**src/sv/bdq_pkg.sv**
```systemverilog
// Shared types and constants for the byte deque packet buffer.
// Holds the command codes, the request/response payload structs and pointer helpers.
package bdq_pkg;

   localparam int DEPTH  = 64;
   localparam int PTR_W  = (DEPTH > 1) ? $clog2(DEPTH) : 1;
   localparam int CNT_W  = $clog2(DEPTH + 1);
   localparam int SUM_W  = PTR_W + 1;
   localparam int BYTE_W = 8;
   localparam int CMD_W  = 3;
   localparam int AMT_W  = 8;
   localparam int FILL_W = 7;

   typedef enum logic [CMD_W-1:0] {
      CMD_CLEAR      = 3'd0,
      CMD_PUSH_BACK  = 3'd1,
      CMD_PUSH_FRONT = 3'd2,
      CMD_POP_BACK   = 3'd3,
      CMD_POP_FRONT  = 3'd4,
      CMD_ERASE      = 3'd5
   } cmd_type;

   typedef struct packed {
      logic [CMD_W-1:0]  command;
      logic [BYTE_W-1:0] data_byte;
      logic [AMT_W-1:0]  amount;
   } req_type;

   typedef struct packed {
      logic [BYTE_W-1:0] popped_byte;
      logic              error_flag;
      logic [FILL_W-1:0] fill_level;
   } rsp_type;

   // storage access for one command
   typedef struct packed {
      logic              we;
      logic              re;
      logic [PTR_W-1:0]  addr;
      logic [BYTE_W-1:0] wdata;
   } mem_op_type;

   // state seen after one command
   typedef struct packed {
      logic             pop_ok;
      logic             error;
      logic [CNT_W-1:0] count;
   } status_type;

   // fold a sum below twice the depth back into the ring
   function automatic logic [PTR_W-1:0] wrap_ptr(input logic [SUM_W-1:0] v);
      logic [SUM_W-1:0] r;
      r = (v >= SUM_W'(DEPTH)) ? v - SUM_W'(DEPTH) : v;
      return r[PTR_W-1:0];
   endfunction

endpackage

```
**src/sv/byte_deque_packet_buffer_unit.sv**
```systemverilog
// Top level of the byte deque packet buffer: request register, control, storage, response register.
// Depends on bdq_pkg, bdq_ctrl and bdq_store.

// A bounded deque of up to 64 bytes kept in a circular store. Every request
// (clear, push back, push front, pop back, pop front, erase front) yields
// exactly one response carrying the popped byte, the sticky error flag and the
// fill level after that command. One request is taken each cycle when the
// response side keeps up. A command passes from the request register, which
// feeds the pointer update and the single storage port, to the registered
// results (status and read data), which are captured when the command advances.
// Commands are processed strictly in order, so a pop sees every earlier push.
module byte_deque_packet_buffer_unit import bdq_pkg::*; (
   input  logic    clock,
   input  logic    reset,
   input  logic    req_valid,
   output logic    req_ready,
   input  req_type req_payload,
   output logic    rsp_valid,
   input  logic    rsp_ready,
   output rsp_type rsp_payload
);

   logic              req_valid_ff;
   req_type           req_ff;
   logic              rsp_valid_ff;
   logic              pop_ok_ff;
   logic              error_ff;
   logic [CNT_W-1:0]  count_ff;
   logic              advance;
   mem_op_type        mem_op;
   status_type        status;
   logic [BYTE_W-1:0] rd_data;

   assign advance   = req_valid_ff & (~rsp_valid_ff | rsp_ready);
   assign req_ready = ~req_valid_ff | advance;

   always_ff @(posedge clock) begin
      if (reset) begin
         req_valid_ff <= 1'b0;
      end else if (req_ready) begin
         req_valid_ff <= req_valid;
      end
   end

   always_ff @(posedge clock) begin
      if (req_ready & req_valid) begin
         req_ff <= req_payload;
      end
   end

   bdq_ctrl u_ctrl (
      .clock   (clock),
      .reset   (reset),
      .advance (advance),
      .cmd_req (req_ff),
      .mem_op  (mem_op),
      .status  (status)
   );

   bdq_store u_store (
      .clock   (clock),
      .mem_op  (mem_op),
      .rd_data (rd_data)
   );

   always_ff @(posedge clock) begin
      if (reset) begin
         rsp_valid_ff <= 1'b0;
      end else if (advance) begin
         rsp_valid_ff <= 1'b1;
      end else if (rsp_ready) begin
         rsp_valid_ff <= 1'b0;
      end
   end

   always_ff @(posedge clock) begin
      if (advance) begin
         pop_ok_ff <= status.pop_ok;
         error_ff  <= status.error;
         count_ff  <= status.count;
      end
   end

   assign rsp_valid               = rsp_valid_ff;
   assign rsp_payload.popped_byte = pop_ok_ff ? rd_data : '0;
   assign rsp_payload.error_flag  = error_ff;
   assign rsp_payload.fill_level  = FILL_W'(count_ff);

endmodule

```
**src/sv/bdq_ctrl.sv**
```systemverilog
// Command decode and ring pointer state for the byte deque.
// Keeps front pointer, byte count and sticky error; depends on bdq_pkg.
module bdq_ctrl import bdq_pkg::*; (
   input  logic        clock,
   input  logic        reset,
   input  logic        advance,
   input  req_type     cmd_req,
   output mem_op_type  mem_op,
   output status_type  status
);

   logic [PTR_W-1:0] head_ff, head_in;
   logic [CNT_W-1:0] count_ff, count_in;
   logic             error_ff, error_in;

   logic [SUM_W-1:0] head_ext;
   logic [SUM_W-1:0] count_ext;
   logic [SUM_W-1:0] count_dec;
   logic             not_full;
   logic             not_empty;
   logic             erase_ok;
   logic             pop_ok;

   always_comb begin
      head_ext  = SUM_W'(head_ff);
      count_ext = SUM_W'(count_ff);
      count_dec = count_ext - SUM_W'(1);
      not_full  = (count_ff < CNT_W'(DEPTH));
      not_empty = (count_ff != '0);
      erase_ok  = ((AMT_W + 1)'(count_ff) >= (AMT_W + 1)'(cmd_req.amount));

      head_in      = head_ff;
      count_in     = count_ff;
      error_in     = error_ff;
      pop_ok       = 1'b0;
      mem_op.we    = 1'b0;
      mem_op.re    = 1'b0;
      mem_op.addr  = head_ff;
      mem_op.wdata = cmd_req.data_byte;

      case (cmd_req.command)
         CMD_CLEAR: begin
            head_in  = '0;
            count_in = '0;
            error_in = 1'b0;
         end
         CMD_PUSH_BACK: begin
            if (not_full) begin
               mem_op.we   = 1'b1;
               mem_op.addr = wrap_ptr(head_ext + count_ext);
               count_in    = count_ff + CNT_W'(1);
            end else begin
               error_in = 1'b1;
            end
         end
         CMD_PUSH_FRONT: begin
            if (not_full) begin
               head_in     = (head_ff == '0) ? PTR_W'(DEPTH - 1) : head_ff - PTR_W'(1);
               mem_op.we   = 1'b1;
               mem_op.addr = head_in;
               count_in    = count_ff + CNT_W'(1);
            end else begin
               error_in = 1'b1;
            end
         end
         CMD_POP_BACK: begin
            if (not_empty) begin
               mem_op.re   = 1'b1;
               mem_op.addr = wrap_ptr(head_ext + count_dec);
               count_in    = count_ff - CNT_W'(1);
               pop_ok      = 1'b1;
            end else begin
               error_in = 1'b1;
            end
         end
         CMD_POP_FRONT: begin
            if (not_empty) begin
               mem_op.re   = 1'b1;
               mem_op.addr = head_ff;
               head_in     = wrap_ptr(head_ext + SUM_W'(1));
               count_in    = count_ff - CNT_W'(1);
               pop_ok      = 1'b1;
            end else begin
               error_in = 1'b1;
            end
         end
         CMD_ERASE: begin
            if (erase_ok) begin
               // amount is at most the count here, so it fits the pointer sum
               head_in  = wrap_ptr(head_ext + SUM_W'(cmd_req.amount));
               count_in = count_ff - CNT_W'(cmd_req.amount);
            end else begin
               error_in = 1'b1;
            end
         end
         default: begin
         end
      endcase

      // act only on the cycle the command moves to the result stage
      mem_op.we = mem_op.we & advance;
      mem_op.re = mem_op.re & advance;

      status.pop_ok = pop_ok;
      status.error  = error_in;
      status.count  = count_in;
   end

   always_ff @(posedge clock) begin
      if (reset) begin
         head_ff  <= '0;
         count_ff <= '0;
         error_ff <= 1'b0;
      end else if (advance) begin
         head_ff  <= head_in;
         count_ff <= count_in;
         error_ff <= error_in;
      end
   end

endmodule

```
**src/sv/bdq_store.sv**
```systemverilog
// Byte storage ring for the byte deque: one write or one registered read per cycle.
// Depends on bdq_pkg for the access struct and depth.
module bdq_store import bdq_pkg::*; (
   input  logic              clock,
   input  mem_op_type        mem_op,
   output logic [BYTE_W-1:0] rd_data
);

   logic [BYTE_W-1:0] mem [DEPTH];
   logic [BYTE_W-1:0] rd_data_ff;

   always_ff @(posedge clock) begin
      if (mem_op.we) begin
         mem[mem_op.addr] <= mem_op.wdata;
      end
   end

   // hold the read data while the result stage stalls
   always_ff @(posedge clock) begin
      if (mem_op.re) begin
         rd_data_ff <= mem[mem_op.addr];
      end
   end

   assign rd_data = rd_data_ff;

endmodule
```
**config.mk**
```make
export PLATFORM = sky130hd
export DESIGN_NAME = byte_deque_packet_buffer_unit
export DESIGN_NICKNAME = d
export VERILOG_FILES = /design/src/sv/bdq_pkg.sv /design/src/sv/byte_deque_packet_buffer_unit.sv /design/src/sv/bdq_ctrl.sv /design/src/sv/bdq_store.sv
export SDC_FILE = /design/constraint.sdc
export NUM_CORES = 1
export LEC_CHECK = 0
export ABC_CLOCK_PERIOD_IN_PS = 11300
export BUFFER_PORTS_ARGS = -buffer_cell sky130_fd_sc_hd__buf_2
export CAP_MARGIN = 20
export CORE_ASPECT_RATIO = 1.25
export CORE_MARGIN = 5
export CORE_UTILIZATION = 45
export DETAILED_ROUTE_END_ITERATION = 16
export GPL_ROUTABILITY_DRIVEN = 0
export GPL_TIMING_DRIVEN = 0
export PLACE_DENSITY = 0.72
export SLEW_MARGIN = 20
export SYNTH_ARGS = -nofsm -noshare
export SYNTH_HDL_FRONTEND = slang
export SYNTH_SLANG_ARGS = --single-unit
```
**constraint.sdc**
```tcl
create_clock -name clock -period 11.3 [get_ports clock]
set_input_delay 0.565 -clock clock [delete_from_list [all_inputs] [get_ports clock]]
set_output_delay 0.565 -clock clock [all_outputs]
set_load 0.05 [all_outputs]
```
After elaboration in Yosys (flattened, before gate mapping)
Memories as Yosys holds them, arrays and structs flattened. A register that Yosys moved wholly into a read port is not among the register bits.
Cells that the tools add are included.
- memories: 1
- word-level logic and storage cells: 83
- memory bits (writable): 512
- bits of input ports: 23
- flip-flop bits (word level): 44
- output and inout bits: 18
- reduce and logical (&&, ||, !) cells: 8
- equality and inequality tests: 7
- add/subtract/negate cells: 12
- bitwise logic cells: 8
- mux-type cells: 30
- magnitude comparators: 6
- memories (memory ; words ; bits a word ; rd ports ; clocked after Yosys merged registers in ; write ports ; line ; text):
    u_store.mem ; 64 ; 8 ; 1 ; 1 ; 1 ; bdq_store.sv:9 ; logic [BYTE_W-1:0] mem [DEPTH];
- operator list (operator ; count):
    2-to-1 mux 6 bit ; 9
    one-hot mux 6 bit (4 select lines) ; 2
    2-to-1 mux 7 bit ; 5
    subtractor 6 x 1 -> 6 bit (second input constant) ; 5
    greater-or-equal comparator 7 bit (second input constant) ; 4
    one-hot mux 7 bit (4 select lines) ; 1
    adder 6 x 7 -> 7 bit ; 3
    2-to-1 mux 1 bit ; 10
    greater-or-equal comparator 7 x 8 -> 1 bit ; 1
    2-to-1 mux 8 bit ; 1
    adder 6 x 1 -> 7 bit (second input constant) ; 1
    adder 7 x 1 -> 7 bit (second input constant) ; 1
    < comparator 7 bit (second input constant) ; 1
    nonzero test 7 bit ; 1
    subtractor 7 x 1 -> 7 bit (second input constant) ; 1
    subtractor 7 bit ; 1
    == test 3 x 2 -> 1 bit (second input constant) ; 2
    == test 3 bit (second input constant) ; 2
    logical NOT 6 bit ; 1
    bitwise AND 1 bit ; 4
    inequality test 2 x 1 -> 1 bit (second input constant) ; 2
    one-hot mux 1 bit (4 select lines) ; 1
    AND reduction 4 bit ; 1
    nonzero test 4 bit ; 1
    7 further kinds ; 10

Depth between registers and ports, before layout
- depth in word-level cells: 7
- gate-level depth with buffers: 15
- mapped depth without buffers: 14

Cells and area by module
Synthesis repeated with hierarchy kept, for this count alone.
- cells, all modules: 1638
- area total of the unflattened synthesis: 24566.1 um2
- by module, submodules not included (module ; seq. area each (um2) ; area each (um2) ; times used ; cells an instance):
    bdq_store ; 15615.0 ; 20529.7 ; 1 ; 1171
    bdq_ctrl ; 280.3 ; 3034.2 ; 1 ; 420
    byte_deque_packet_buffer_unit ; 880.8 ; 1002.2 ; 1 ; 47

Worst setup path before layout
Ideal clock, no wire load.
- path type: flip-flop to flip-flop
- start: reg u_ctrl.count_ff[1] (netlist: u_ctrl.count_ext[1])
- end: mem u_store.mem[24][0] (enable)
- data arrival time: 3463 ps
- data required time: 10930 ps
- setup slack: 7467 ps
- setup time: 370 ps
- cell stages (with the launch flop): 15
- clock period less this slack: 3833 ps
- buffers on the path: 2
- cells stage by stage: dfxtp_1 -> inv_1 -> ha_1 -> inv_1 -> fa_1 -> a21o_1 -> a21oi_1 -> xor2_1 -> a2111oi_0 -> o22ai_1 -> nor2b_1 -> buf_2 -> buf_1 -> nand2_2 -> nor2_1
- longest elaborated chain between the ends: 6
- elaborated cells on any way between the ends: 20
- classes of those cells: add/sub: 5; order compare: 3; mux: 10; bitwise: 1; reduce/logical: 1
- ends and longest elaborated chain (what ; line ; text):
    from (decl) ; bdq_ctrl.sv:13 ; logic [CNT_W-1:0] count_ff, count_in;
    from (signal assigned) ; bdq_ctrl.sv:116 ; count_ff <= count_in;
    subtractor 7 x 1 -> 7 bit or < comparator 7 bit (tied branches) ; bdq_ctrl.sv:27, bdq_ctrl.sv:28 ;
    adder 6 x 7 -> 7 bit or 2-to-1 mux 1 bit (tied branches) ; bdq_ctrl.sv:69, bdq_ctrl.sv:48, bdq_ctrl.sv:57 ;
    subtractor 6 x 1 -> 6 bit (tied with other cells) ; bdq_pkg.sv:53 ; r = (v >= SUM_W'(DEPTH)) ? v - SUM_W'(DEPTH) : v;
    2-to-1 mux 6 bit or bitwise AND 1 bit (tied branches) ; bdq_pkg.sv:53, bdq_ctrl.sv:101 ;
    2-to-1 mux 7 bit or 2-to-1 mux 1 bit (tied branches) ; bdq_ctrl.sv:67, bdq_store.sv:13 ;
    one-hot mux 6 bit (4 select lines) or 2-to-1 mux 1 bit (tied branches) ; bdq_ctrl.sv:41, bdq_store.sv:14 ;
    to (decl) ; bdq_store.sv:9 ;
Several ways; a longest one is shown, not always the timed one.

Worst setup path after layout
- start: reg u_ctrl.count_ff[1] (netlist: u_ctrl.count_ext[1])
- end: mem u_store.mem[4][5] (enable)
The elaborated chain is that of the path after synthesis.

==> key figures <==
Global route
  • Largest net degree at the start of global routing: 28
  • Vias in the first global route: 14,998
  • Initial antenna violation count: 0
  • First-pass GRT wire length: 92,570 µm
  • GR Util All Layers: 20.80%
  • GRT Residual Overflow: 0

STA
  • Fmax: 185.0 MHz
  • Worst Skew: 0.02667 ns
  • Final hold slack: 0.1435 ns
  • Final hold vios: 0
  • Slew Limit Headroom: 33.24%
  • Setup TNS: 0 ns
  • Final setup margin: 5.893 ns
  • Worst-Margin Slew: 1.001 ns
  • RSZ-0062 raised after global routing: false
  • Fin. max-slew vios: 0
  • Final-report setup violation count: 0
  • Final period util: 47.85%
  • Fin crit period: 5.407 ns

CTS
  • CTS Buf Count: 50
  • Clock Tree Buf Depth: 3
  • Worst-path clk slew: 0.07 ns
  • Setup bufs post-CTS: 0
  • # hold bufs at CTS: 0
  • Gates resized, CTS repair: 0
  • Root Driver: clkbuf_16
  • TritonCTS Sinks: 564
  • H-tree levels: 2
  • CTS tree: built
  • Worst skew pair latency: 0.59 ns

Synthesis
  • Mapped Area: 24,110 µm²
  • Sequential fraction of the synthesis area: 69.59%
  • Primary FF master, synth: edfxtp_1
  • Compound-Gate Fraction of Synth Area: 9.820%
  • Synth cell types: 69
  • Yosys warnings: 0
  • Avg Cell Area, Syn: 14.42 µm²
  • Post-Syn Nets: 1,725
  • Mux contribution to synthesized area: 8.761%
  • Post-synth EDFFs: 548
  • Adder-Cell Fraction of Synth Area: 1.682%
  • Simple-gate area share of the yosys netlist: 6.841%
  • Synth Area in XOR/XNOR: 0.7266%
  • Largest family of logic cells by synthesized area: compound AO/OA/AOI/OAI gates
  • Async SR Flop Fraction: 0%
  • Mapped Cells: 1,672
  • Seq cells post-synth: 564

Pwr
  • Comb power frac: 11.4%
  • VDD IR max: 0.1081 mV
  • Int Power: 0.003503 W
  • Sw frac: 23.93%
  • Part of the power in registers: 50.5%
  • Leak Pwr: 10.15 nW
  • Clk pwr share: 38.1%
  • Cell Pwr Density: 169.1 nW/µm²
  • Net Sw Power: 0.001102 W

Layout
  • Fin area: 27,230 µm²
  • Layout area overhead: 12.97%
  • Share of cells above drive strength 1: 11.21%
  • Non-Filler Instances: 2,500
  • Ant diodes: 0
  • FILL cells: 4,255
  • Nets: 1,840

Setup path
  • CP max-delay cell: nor2b_1
  • R2R Path Start: u_ctrl.count_ext[1]
  • Setup CP Type: flop to flop
  • Reg-to-reg slack, setup: 5.89 ns
  • CP Capture Type: flop
  • Worst Path Arrival: 5.62 ns
  • CP peak stage delay: 0.78 ns
  • Most common cell on crit path: inv_1
  • Cell family with most CP delay: simple AND/OR/NAND/NOR gates
  • WP buf/inv: 3
  • Critical path cell sequence: inv_1 > ha_1 > inv_1 > fa_1 > a21o_1 > a21oi_1 > xor2_1 > a2111oi_0 > o22ai_1 > nor2b_1 > clkbuf_1 > nand2_2 > nor2_1
  • Required @ worst endpoint: 11.52 ns
  • Maximum net fanout on the critical path: 10
  • Worst setup SP type: flop
  • Crit path launch: u_ctrl.count_ext[1]

Route
  • Iter 0 DRT Violations: 1,845
  • Drt wl/cell: 24.62 µm
  • Drt pass-1 iters: 6
  • Vias/cell: 6.027
  • WL final: 61,550 µm
  • Vias after detailed routing: 15,068
  • Antenna Nets Post-Route: 0
  • DRC Markers: 0

Place
  • Placed Instances: 2,407
  • Pre-CTS setup slack: 5.961 ns
  • HPWL after DPL: 43,460 µm
  • Port buffer count: 39
  • Placed cell area: 25,550 µm²

Run status
  • Status: completed

Die
  • Row count: 94
  • Die Y: 268.8 µm
  • Core Area: 52,810 µm²
  • DIE AREA: 58,330 µm²
  • Chip width: 217.0 µm
  • Ports: 41
  • Initial core utilization: 45.65%

Hold path
  • Hold Startpoint: req_payload[10]
  • Hold crit path type: input pin to flop

Run
  • Max-cap violations: 0
==> cell usage in the layout (no fill, tap or decap), types with 13 or more instances in the layout <==
master     synthesis  final
o22ai_1           68     68
mux2i_1          211    211
dfxtp_1           16     16
o32ai_1           41     41
clkinv_1           2     14
nand2b_1          16     16
nor2_1           117    117
ha_1              26     26
clkbuf_1          42     53
xnor2_1           13     13
buf_2             35     74
edfxtp_1         548    548
clkbuf_16          0     51
nand2_1          154    154
a211o_1           27     27
inv_1             21     21
buf_8              0     19
a21oi_1           72     72
o21ai_0           70     70
==> metal layers <==
layer  GRT usage, %  up-vias  wire length (µm)
met4          8.645        0              2969
met5              0        -                 0
met1          25.01     7395             22310
li1               -     6674                 -
met3          3.313      181              4791
met2          37.49      818             31480
==> sequential cells by signal, indices dropped and copies added, names as in the netlist <==
name              cells
rsp_valid             1
req_valid_ff          1
pop_ok_ff             1
u_ctrl.error_ff       1
u_ctrl.head_ff        6
error_ff              1
u_ctrl.count_ext      7
u_store.rd_data       8
u_store.mem         512
req_ff               19
count_ff              7
==> area by class of cell <==
cell class              count  area (µm²)  share of cell area, %
plain buffers             103       531.8                  1.953
well taps                 672       840.8                  3.087
flip-flops and latches    564       16780                  61.60
clock inverters            31       366.6                  1.346
repair buffers             63       601.8                  2.210
clock buffers              62        1318                  4.838
multi-input cells         981        6709                  24.63
inverters                  24       90.09                 0.3308
==> Yosys cell counts, types with 9 or more instances <==
library cell	instances	share of area (%)
a211oi_1	12	0.37
clkbuf_1	42	0.65
o21ai_0	70	1.5
a21o_1	10	0.31
o32ai_1	41	1.5
mux2i_1	211	8.8
and4_1	9	0.33
xnor2_1	13	0.47
a211o_1	27	0.98
nor2b_1	9	0.23
nand2b_1	16	0.42
o22ai_1	68	1.8
nand2_1	154	2.4
dfxtp_1	16	1.3
a21oi_1	72	1.5
buf_2	35	0.73
nor2_1	117	1.8
buf_4	11	0.34
and2_1	11	0.29
ha_1	26	1.3
edfxtp_1	548	68
inv_1	21	0.33
a22oi_1	10	0.31
==> worst paths after layout <==
path,cells past startpoint,to
setup / recovery,13,u_store.mem[4][5]
hold / removal,1,req_ff[10]
setup reg to reg,13,u_store.mem[4][5]
hold reg to reg,2,u_ctrl.error_ff
==> power by group through the flow <==
stage	combinational, W	clock (W)	sequential, W
after CTS	0.000516	0.00177	0.00233
after global placement	0.000461	0	0.00240
after global routing	0.000554	0.00186	0.00233
after detailed placement	0.000514	0	0.00237
after floorplan	0.000314	0	0.00238
final	0.000525	0.00175	0.00233
==> logic make-up after synthesis <==
logic type	after synthesis
AOI/OAI and AO/OA	357
adders and majority gates	30
muxes	211
buffers and inverters	127
xor gates and xnor gates	20
and+or+nand+nor	363
DFF	564
==> through the flow <==
| step | utilization [%] | total power [W] |
|---|---|---|
| 6_report | 51.57 | 0.004605 |
| 2_1_floorplan | - | 0.002695 |
| 3_5_place_dp | 48.38 | 0.002884 |
| 4_1_cts | 51.57 | 0.004609 |
| 5_1_grt | 51.57 | 0.004742 |
| 3_3_place_gp | 47.61 | 0.002860 |
No activity file was read; power rests on OpenSTA's default activity.
